[src/hw/rtl/octn_pkg.sv]
// Shared types and constants for the octahedral normal encoder.
// Holds the item structs, the division stage record and the fixed widths.
// No dependencies.
`default_nettype none

package octn_pkg;

    // Field widths of the input and result items.
    localparam int CMP_BITS  = 16;
    localparam int OUT_BITS  = 16;

    // The sum of three magnitudes stays below 2^(CMP_BITS+1).
    localparam int SUM_BITS  = CMP_BITS + 1;
    // Dividend width: a numerator of SUM_BITS bits times twice the snorm scale.
    localparam int PROD_BITS = SUM_BITS + OUT_BITS;

    // Snorm scale M = 2^(OUT_BITS-1) - 1 and the doubled scale 2M.
    localparam logic [OUT_BITS-1:0] OUT_MAX = {1'b0, {(OUT_BITS - 1){1'b1}}};
    localparam logic [OUT_BITS-1:0] TWO_MAX = {OUT_MAX[OUT_BITS-2:0], 1'b0};

    typedef struct packed {
        logic signed [CMP_BITS-1:0] vec_x;
        logic signed [CMP_BITS-1:0] vec_y;
        logic signed [CMP_BITS-1:0] vec_z;
    } vec_item_t;

    typedef struct packed {
        logic signed [OUT_BITS-1:0] oct_u;
        logic signed [OUT_BITS-1:0] oct_v;
        logic                       zero_vector;
    } oct_item_t;

    // One lane of the long division: partial remainder and a shift word that
    // holds the unused dividend bits on top and the quotient bits below.
    typedef struct packed {
        logic [SUM_BITS-1:0] rem;
        logic [OUT_BITS-1:0] bits;
    } div_lane_t;

    // Record handed from cell to cell.
    typedef struct packed {
        logic [SUM_BITS-1:0] s;
        div_lane_t           lane_u;
        div_lane_t           lane_v;
        logic                neg_x;
        logic                neg_y;
        logic                zero;
    } div_item_t;

endpackage

`default_nettype wire

[src/hw/rtl/octn_front.sv]
// Front stages of the encoder: magnitudes, octahedral sum and fold, and the
// scaled dividends that feed the division cells. Depends on octn_pkg.
`default_nettype none

module octn_front
    import octn_pkg::*;
(
    input  wire logic      clk,
    input  wire logic      rst_n,
    input  wire logic      up_valid,
    output logic           up_stall,
    input  wire vec_item_t up_item,
    output logic           dn_valid,
    input  wire logic      dn_stall,
    output div_item_t      dn_item
);

    logic [2:0] vld_reg;
    logic [2:0] vld_next;
    logic [2:0] adv;

    logic [CMP_BITS-1:0] mag_x_reg, mag_y_reg, mag_z_reg;
    logic [CMP_BITS-1:0] mag_x_next, mag_y_next, mag_z_next;
    logic                neg_x_a_reg, neg_y_a_reg, fold_reg;
    logic                fold_next;

    logic [SUM_BITS-1:0] s_reg, nu_reg, nv_reg;
    logic [SUM_BITS-1:0] s_next, nu_next, nv_next;
    logic                neg_x_b_reg, neg_y_b_reg;

    div_item_t           item_reg;
    div_item_t           item_next;
    logic [PROD_BITS-1:0] prod_u, prod_v;

    // Each stage loads when it is empty or its content moves on.
    always_comb
    begin
        adv[2]      = !vld_reg[2] || !dn_stall;
        adv[1]      = !vld_reg[1] || adv[2];
        adv[0]      = !vld_reg[0] || adv[1];
        vld_next[0] = adv[0] ? up_valid   : vld_reg[0];
        vld_next[1] = adv[1] ? vld_reg[0] : vld_reg[1];
        vld_next[2] = adv[2] ? vld_reg[1] : vld_reg[2];
    end

    assign up_stall = !adv[0];
    assign dn_valid = vld_reg[2];
    assign dn_item  = item_reg;

    always_ff @(posedge clk or negedge rst_n)
    begin
        if (!rst_n)
        begin
            vld_reg <= '0;
        end
        else
        begin
            vld_reg <= vld_next;
        end
    end

    // Stage A: component magnitudes; z at or below zero selects the fold.
    always_comb
    begin
        mag_x_next = up_item.vec_x[CMP_BITS-1] ? (~up_item.vec_x + 1'b1) : up_item.vec_x;
        mag_y_next = up_item.vec_y[CMP_BITS-1] ? (~up_item.vec_y + 1'b1) : up_item.vec_y;
        mag_z_next = up_item.vec_z[CMP_BITS-1] ? (~up_item.vec_z + 1'b1) : up_item.vec_z;
        fold_next  = up_item.vec_z[CMP_BITS-1] || (up_item.vec_z == '0);
    end

    always_ff @(posedge clk)
    begin
        if (adv[0])
        begin
            mag_x_reg   <= mag_x_next;
            mag_y_reg   <= mag_y_next;
            mag_z_reg   <= mag_z_next;
            neg_x_a_reg <= up_item.vec_x[CMP_BITS-1];
            neg_y_a_reg <= up_item.vec_y[CMP_BITS-1];
            fold_reg    <= fold_next;
        end
    end

    // Stage B: the L1 norm and the numerators. In the folded half the
    // numerator s - |y| equals |x| + |z|, and likewise for v.
    always_comb
    begin
        s_next  = SUM_BITS'(mag_x_reg) + SUM_BITS'(mag_y_reg) + SUM_BITS'(mag_z_reg);
        nu_next = fold_reg ? SUM_BITS'(mag_x_reg) + SUM_BITS'(mag_z_reg)
                           : SUM_BITS'(mag_x_reg);
        nv_next = fold_reg ? SUM_BITS'(mag_y_reg) + SUM_BITS'(mag_z_reg)
                           : SUM_BITS'(mag_y_reg);
    end

    always_ff @(posedge clk)
    begin
        if (adv[1])
        begin
            s_reg       <= s_next;
            nu_reg      <= nu_next;
            nv_reg      <= nv_next;
            neg_x_b_reg <= neg_x_a_reg;
            neg_y_b_reg <= neg_y_a_reg;
        end
    end

    // Stage C: dividends numerator * 2M, split into the starting remainder
    // and the bits the cells bring down one at a time.
    always_comb
    begin
        prod_u              = PROD_BITS'(nu_reg) * PROD_BITS'(TWO_MAX);
        prod_v              = PROD_BITS'(nv_reg) * PROD_BITS'(TWO_MAX);
        item_next.s         = s_reg;
        item_next.lane_u    = '{rem: prod_u[PROD_BITS-1:OUT_BITS], bits: prod_u[OUT_BITS-1:0]};
        item_next.lane_v    = '{rem: prod_v[PROD_BITS-1:OUT_BITS], bits: prod_v[OUT_BITS-1:0]};
        item_next.neg_x     = neg_x_b_reg;
        item_next.neg_y     = neg_y_b_reg;
        item_next.zero      = (s_reg == '0);
    end

    always_ff @(posedge clk)
    begin
        if (adv[2])
        begin
            item_reg <= item_next;
        end
    end

endmodule

`default_nettype wire

[src/hw/rtl/octn_div_cell.sv]
// One cell of the division row: a restoring step that yields one quotient
// bit for each lane and hands the record on. Depends on octn_pkg.
`default_nettype none

module octn_div_cell
    import octn_pkg::*;
(
    input  wire logic      clk,
    input  wire logic      rst_n,
    input  wire logic      up_valid,
    output logic           up_stall,
    input  wire div_item_t up_item,
    output logic           dn_valid,
    input  wire logic      dn_stall,
    output div_item_t      dn_item
);

    logic      vld_reg;
    logic      adv;
    div_item_t item_reg;
    div_item_t item_next;

    // Bring down the next dividend bit, subtract the divisor when it fits.
    function automatic div_lane_t div_step(input div_lane_t lane,
                                           input logic [SUM_BITS-1:0] s);
        logic [SUM_BITS:0] trial;
        logic              fits;
        div_lane_t         res;
        trial    = {lane.rem, lane.bits[OUT_BITS-1]};
        fits     = (trial >= {1'b0, s});
        res.rem  = fits ? SUM_BITS'(trial - {1'b0, s}) : trial[SUM_BITS-1:0];
        res.bits = {lane.bits[OUT_BITS-2:0], fits};
        return res;
    endfunction

    assign adv      = !vld_reg || !dn_stall;
    assign up_stall = !adv;
    assign dn_valid = vld_reg;
    assign dn_item  = item_reg;

    always_comb
    begin
        item_next        = up_item;
        item_next.lane_u = div_step(up_item.lane_u, up_item.s);
        item_next.lane_v = div_step(up_item.lane_v, up_item.s);
    end

    always_ff @(posedge clk or negedge rst_n)
    begin
        if (!rst_n)
        begin
            vld_reg <= 1'b0;
        end
        else if (adv)
        begin
            vld_reg <= up_valid;
        end
    end

    always_ff @(posedge clk)
    begin
        if (adv)
        begin
            item_reg <= item_next;
        end
    end

endmodule

`default_nettype wire

[src/hw/rtl/octn_back.sv]
// Output stage: rounds the doubled quotients half away from zero, applies
// the component signs and holds the result item. Depends on octn_pkg.
`default_nettype none

module octn_back
    import octn_pkg::*;
(
    input  wire logic      clk,
    input  wire logic      rst_n,
    input  wire logic      up_valid,
    output logic           up_stall,
    input  wire div_item_t up_item,
    output logic           dn_valid,
    input  wire logic      dn_stall,
    output oct_item_t      dn_item
);

    logic      vld_reg;
    logic      adv;
    oct_item_t item_reg;
    oct_item_t item_next;

    // The quotient t = floor(2aM/s); the rounded value is (t + 1) / 2.
    function automatic logic [OUT_BITS-1:0] round_sign(input logic [OUT_BITS-1:0] t,
                                                       input logic neg,
                                                       input logic zero);
        logic [OUT_BITS:0]   inc;
        logic [OUT_BITS-1:0] mag;
        inc = {1'b0, t} + 1'b1;
        mag = inc[OUT_BITS:1];
        if (zero)
        begin
            return '0;
        end
        return neg ? (~mag + 1'b1) : mag;
    endfunction

    assign adv      = !vld_reg || !dn_stall;
    assign up_stall = !adv;
    assign dn_valid = vld_reg;
    assign dn_item  = item_reg;

    always_comb
    begin
        item_next.oct_u       = round_sign(up_item.lane_u.bits, up_item.neg_x, up_item.zero);
        item_next.oct_v       = round_sign(up_item.lane_v.bits, up_item.neg_y, up_item.zero);
        item_next.zero_vector = up_item.zero;
    end

    always_ff @(posedge clk or negedge rst_n)
    begin
        if (!rst_n)
        begin
            vld_reg <= 1'b0;
        end
        else if (adv)
        begin
            vld_reg <= up_valid;
        end
    end

    always_ff @(posedge clk)
    begin
        if (adv)
        begin
            item_reg <= item_next;
        end
    end

endmodule

`default_nettype wire

[src/hw/rtl/octahedral_normal_encoder.sv]
// Top level of the octahedral normal encoder: front stages, a row of
// division cells and the output stage. Depends on octn_pkg and its submodules.
//
//   Channel   Direction   Handshake            Payload
//   vec       into        vec_valid/vec_stall  vec_item_t (vec_x, vec_y, vec_z)
//   oct       out of      oct_valid/oct_stall  oct_item_t (oct_u, oct_v, zero_vector)
//
// One item enters per cycle while vec_stall is low; each item passes through
// three front stages, one division cell per quotient bit, one output register.
// The row of division cells, one quotient bit each, sets the latency.
// Reset clears only the stage valid bits; no item is in flight after it.
// A stall on the result side fills empty stages first and then reaches vec_stall.
`default_nettype none

module octahedral_normal_encoder
    import octn_pkg::*;
(
    input  wire logic      clk,
    input  wire logic      rst_n,
    input  wire logic      vec_valid,
    output logic           vec_stall,
    input  wire vec_item_t vec_item,
    output logic           oct_valid,
    input  wire logic      oct_stall,
    output oct_item_t      oct_item
);

    localparam int NUM_CELLS = OUT_BITS;

    logic      cell_valid [NUM_CELLS+1];
    logic      cell_stall [NUM_CELLS+1];
    div_item_t cell_item  [NUM_CELLS+1];

    // Magnitudes, norm, fold and scaled dividends.
    octn_front u_front (
        .clk      (clk),
        .rst_n    (rst_n),
        .up_valid (vec_valid),
        .up_stall (vec_stall),
        .up_item  (vec_item),
        .dn_valid (cell_valid[0]),
        .dn_stall (cell_stall[0]),
        .dn_item  (cell_item[0])
    );

    // Division row: one quotient bit per cell.
    for (genvar i = 0; i < NUM_CELLS; i++)
    begin : g_cell
        octn_div_cell u_cell (
            .clk      (clk),
            .rst_n    (rst_n),
            .up_valid (cell_valid[i]),
            .up_stall (cell_stall[i]),
            .up_item  (cell_item[i]),
            .dn_valid (cell_valid[i+1]),
            .dn_stall (cell_stall[i+1]),
            .dn_item  (cell_item[i+1])
        );
    end

    // Rounding, signs and the result register.
    octn_back u_back (
        .clk      (clk),
        .rst_n    (rst_n),
        .up_valid (cell_valid[NUM_CELLS]),
        .up_stall (cell_stall[NUM_CELLS]),
        .up_item  (cell_item[NUM_CELLS]),
        .dn_valid (oct_valid),
        .dn_stall (oct_stall),
        .dn_item  (oct_item)
    );

    // A zero vector always comes out as zero coordinates.
    assert property (@(posedge clk) disable iff (!rst_n)
        oct_valid && oct_item.zero_vector |-> oct_item.oct_u == '0 && oct_item.oct_v == '0)
        else $error("zero vector item with nonzero coordinates");

    // Rounded coordinates never reach the most negative code.
    assert property (@(posedge clk) disable iff (!rst_n)
        oct_valid |-> oct_item.oct_u != {1'b1, {(OUT_BITS - 1){1'b0}}}
                   && oct_item.oct_v != {1'b1, {(OUT_BITS - 1){1'b0}}})
        else $error("coordinate outside the snorm range");

    // The input side stalls only when the pipeline is full behind a stalled result.
    assert property (@(posedge clk) disable iff (!rst_n)
        vec_stall |-> oct_valid && oct_stall)
        else $error("input stalled while the pipeline could advance");

endmodule

`default_nettype wire

[config.mk]
export PLATFORM = sky130hd
export DESIGN_NAME = octahedral_normal_encoder
export DESIGN_NICKNAME = d
export VERILOG_FILES = /design/src/hw/rtl/octn_pkg.sv /design/src/hw/rtl/octn_front.sv /design/src/hw/rtl/octn_div_cell.sv /design/src/hw/rtl/octn_back.sv /design/src/hw/rtl/octahedral_normal_encoder.sv
export SDC_FILE = /design/constraint.sdc
export NUM_CORES = 2
export LEC_CHECK = 0
export BUFFER_PORTS_ARGS = -buffer_cell sky130_fd_sc_hd__clkbuf_2
export CAP_MARGIN = 20
export CORE_ASPECT_RATIO = 0.7
export CORE_UTILIZATION = 50
export DETAILED_ROUTE_END_ITERATION = 10
export PLACE_DENSITY = 0.75
export REMOVE_ABC_BUFFERS = 1
export SYNTH_ARGS = -nofsm -noshare
export SYNTH_HDL_FRONTEND = slang
export SYNTH_SLANG_ARGS = --single-unit
[constraint.sdc]
create_clock -name clk -period 13 [get_ports clk]
set_input_delay 2.6 -clock clk [delete_from_list [all_inputs] [get_ports clk]]
set_output_delay 2.6 -clock clk [all_outputs]
set_load 0.01 [all_outputs]
==> flow_metrics.tcl <==
set metrics [dict create \
    status "complete, no violations" \
    drt_wl_total_um 226000 \
    rsz0062_at_grt "no" \
    grt_pass1_wl_um 339000 \
    hold_buffers 0 \
    cts_tree "done" \
    ys_ff_latch 1536 \
    gp_congestion 0.962 \
    grt_start_max_net_pins 86 \
    worstMarginPinSlew_ps 1200 \
    synth_area_leaders "edfxtp_1 (50%), ha_1 (11%), fa_1 (6.2%)" \
    cts_sinks 1536 \
    cpLargestDelayFamily "simple AND/OR/NAND/NOR gates" \
    cts_resized 0 \
    synth_enable_flop_cells 1516 \
    cp_slowest_stage_delay_ps 780 \
    path_buf_inv 7 \
    min_path_type "register to register" \
    cts_made_buffers 160 \
    clk_latency_ps 840 \
    ys_top_cells_by_count "edfxtp_1 (1,516), inv_1 (804), ha_1 (771)" \
    seq_area_mm2 0.0460 \
    nNetsFinal 8766 \
    post-cts-setup-buffers 0 \
    synth_cells 7457 \
    maxCapViolations 0 \
    die_area_mm2 0.184 \
    clock.fmax_mhz 112 \
    largest_register_ffs 1295 \
    overflow 0 \
    chipWidth_um 512 \
    groute.usage.overall_pct 24.2 \
    dpl.cell_count 9865 \
    syn_avg_cell_area_um2 12.2 \
    path_max_fanout 53 \
    async_reset_ff_share_pct 1.30 \
    vias_per_cell 5.81 \
    vias 59022 \
    drive_above_1_share_pct 10.1 \
    period_needed_ps 8910 \
    worstPathRequired_ps 10400 \
    finalSetupViolCount 0 \
    ant_nets 0 \
    yosysMostFrequentCell "edfxtp_1" \
    end_kind "output port" \
    clk_pin_slew_ps 60 \
    antenna_found_initial 12 \
    critPathLaunchType "input pin" \
    worstSetupPathType "input pin to output port" \
    fillCellCount 14401 \
    htreeDepth 4 \
    wl_per_cell_um 22.2 \
    cp_cell_sequence "clkbuf_2, and3_1, inv_1, buf_4, nor2_1, and2_1, clkinv_2, nor3_1, and3_1, nand3_2, buf_4, inv_1, clkbuf_2" \
    io-pin-count 87 \
    synth_warnings 0 \
    slowest_stage "nor3_1" \
    drt_iter0_drc 6554 \
    slew_headroom_pct 19.2 \
    synth_top_area_cell "edfxtp_1" \
    place_area_mm2 0.0944 \
    fin_cells 10165 \
    synth_cell_type_count 88 \
    num_rows 130 \
    fin_setup_tns_ps 0 \
    final_max_slew_viol_count 0 \
    ys_seq_area_share_pct 50.6 \
    dp_hpwl_um 178000 \
    synth_area_mm2 0.0910 \
    core_mm2 0.180 \
    die_h_um 359 \
    worstPathArrival_ps 6310 \
    cts_root_buffer "clkbuf_16" \
    grt_pass1_vias 56344 \
    postLayoutCellArea_mm2 0.0997 \
    finalHoldViolations 0 \
    post-route-util_pct 55.4 \
    ys.flop_type "edfxtp_1" \
    drt_pre_antenna_iters 6 \
    clock_path_buffers 4 \
    start_util_pct 50.5 \
    synth_top_area_share_pct 50.0 \
    post-route-drc-count 0 \
    finalCritPeriodShare_pct 68.6 \
    area_delta_synth_final_pct 9.64 \
    multi_input_area_mm2 0.0416 \
    portBuffers 86 \
    skew_ps 74.1 \
]
[worst register-to-register path, delay by kind of cell (launching register included)]
family | cells | cell delay [ps]
fa+ha+maj | 7 | 3590
compound gates | 5 | 1780
flops | 1 | 590
simple gates | 3 | 460
buf+inv | 4 | 250
xor+xnor | 1 | 60
[kinds of logic after synthesis]
group	share of synthesized area, %
simple gates	7.94
buf+inv	3.81
flops	50.6
fa+ha+maj	16.8
mux	4.68
compound gates	10.5
xor+xnor	5.71
[per-layer routing]
layer | GRT usage [%] | wire [µm]
met5 | 0.491 | 199
met4 | 4.43 | 3720
met3 | 9.67 | 30700
met2 | 29.7 | 81500
met1 | 38.9 | 109000
[worst paths after layout]
kind                                          startpoint                       endpoint  slack (ps)  cells past startpoint
hold reg to reg            g_cell[14].u_cell.dn_item[40]  g_cell[15].u_cell.dn_item[41]         380                      0
max in group asynchronous                          rst_n     g_cell[11].u_cell.dn_valid       10900                      1
setup / recovery                               oct_stall                      vec_stall        4090                     13
setup reg to reg                       u_front.nu_reg[0]            u_front.dn_item[68]        6000                     20
hold / removal             g_cell[14].u_cell.dn_item[40]  g_cell[15].u_cell.dn_item[41]         380                      0
min in group asynchronous                          rst_n      g_cell[1].u_cell.dn_valid        1740                      1
[through the flow]
step           hold WS [ps]  setup WS (ps)
5_1_grt                 389           3740
2_1_floorplan           400           2800
3_3_place_gp            400           4050
3_5_place_dp            405           4010
6_report                384           4090
4_1_cts                 382           4010
[placed cells by master, fill, tap and decap left out, drive strengths merged, types with 31 or more instances in the layout]
cell type and count:
clkinv 55, nand3 102, nand4 81, a21boi 48, o21ai 338, nor3 127
nor2b 99, buf 49, fa 280, a21o 171, and3 51, a211oi 50
xnor2 385, a21oi 497, nand2 367, o21a 71, a31oi 31, mux2 322
or3 47, edfxtp 1516, ha 771, o41ai 41, nor2 430, o31ai 50
or2 35, mux2i 58, inv 810, nand2b 99, xor2 208, o21bai 56
clkbuf 278
[final cells by class]
cell class              count  share of cell area [%]
flip-flops and latches   1536                    46.1
inverters                 804                    3.03
clock inverters            86                   0.818
repair buffers            136                    1.04
clock buffers             191                    4.24
well taps                2376                    2.98
multi-input cells        5025                    41.7
diodes                     11                  0.0276
Power is left out: the tool's default activity adds up to more than one toggle a clock period on the data nets, which glitch-free logic cannot reach.
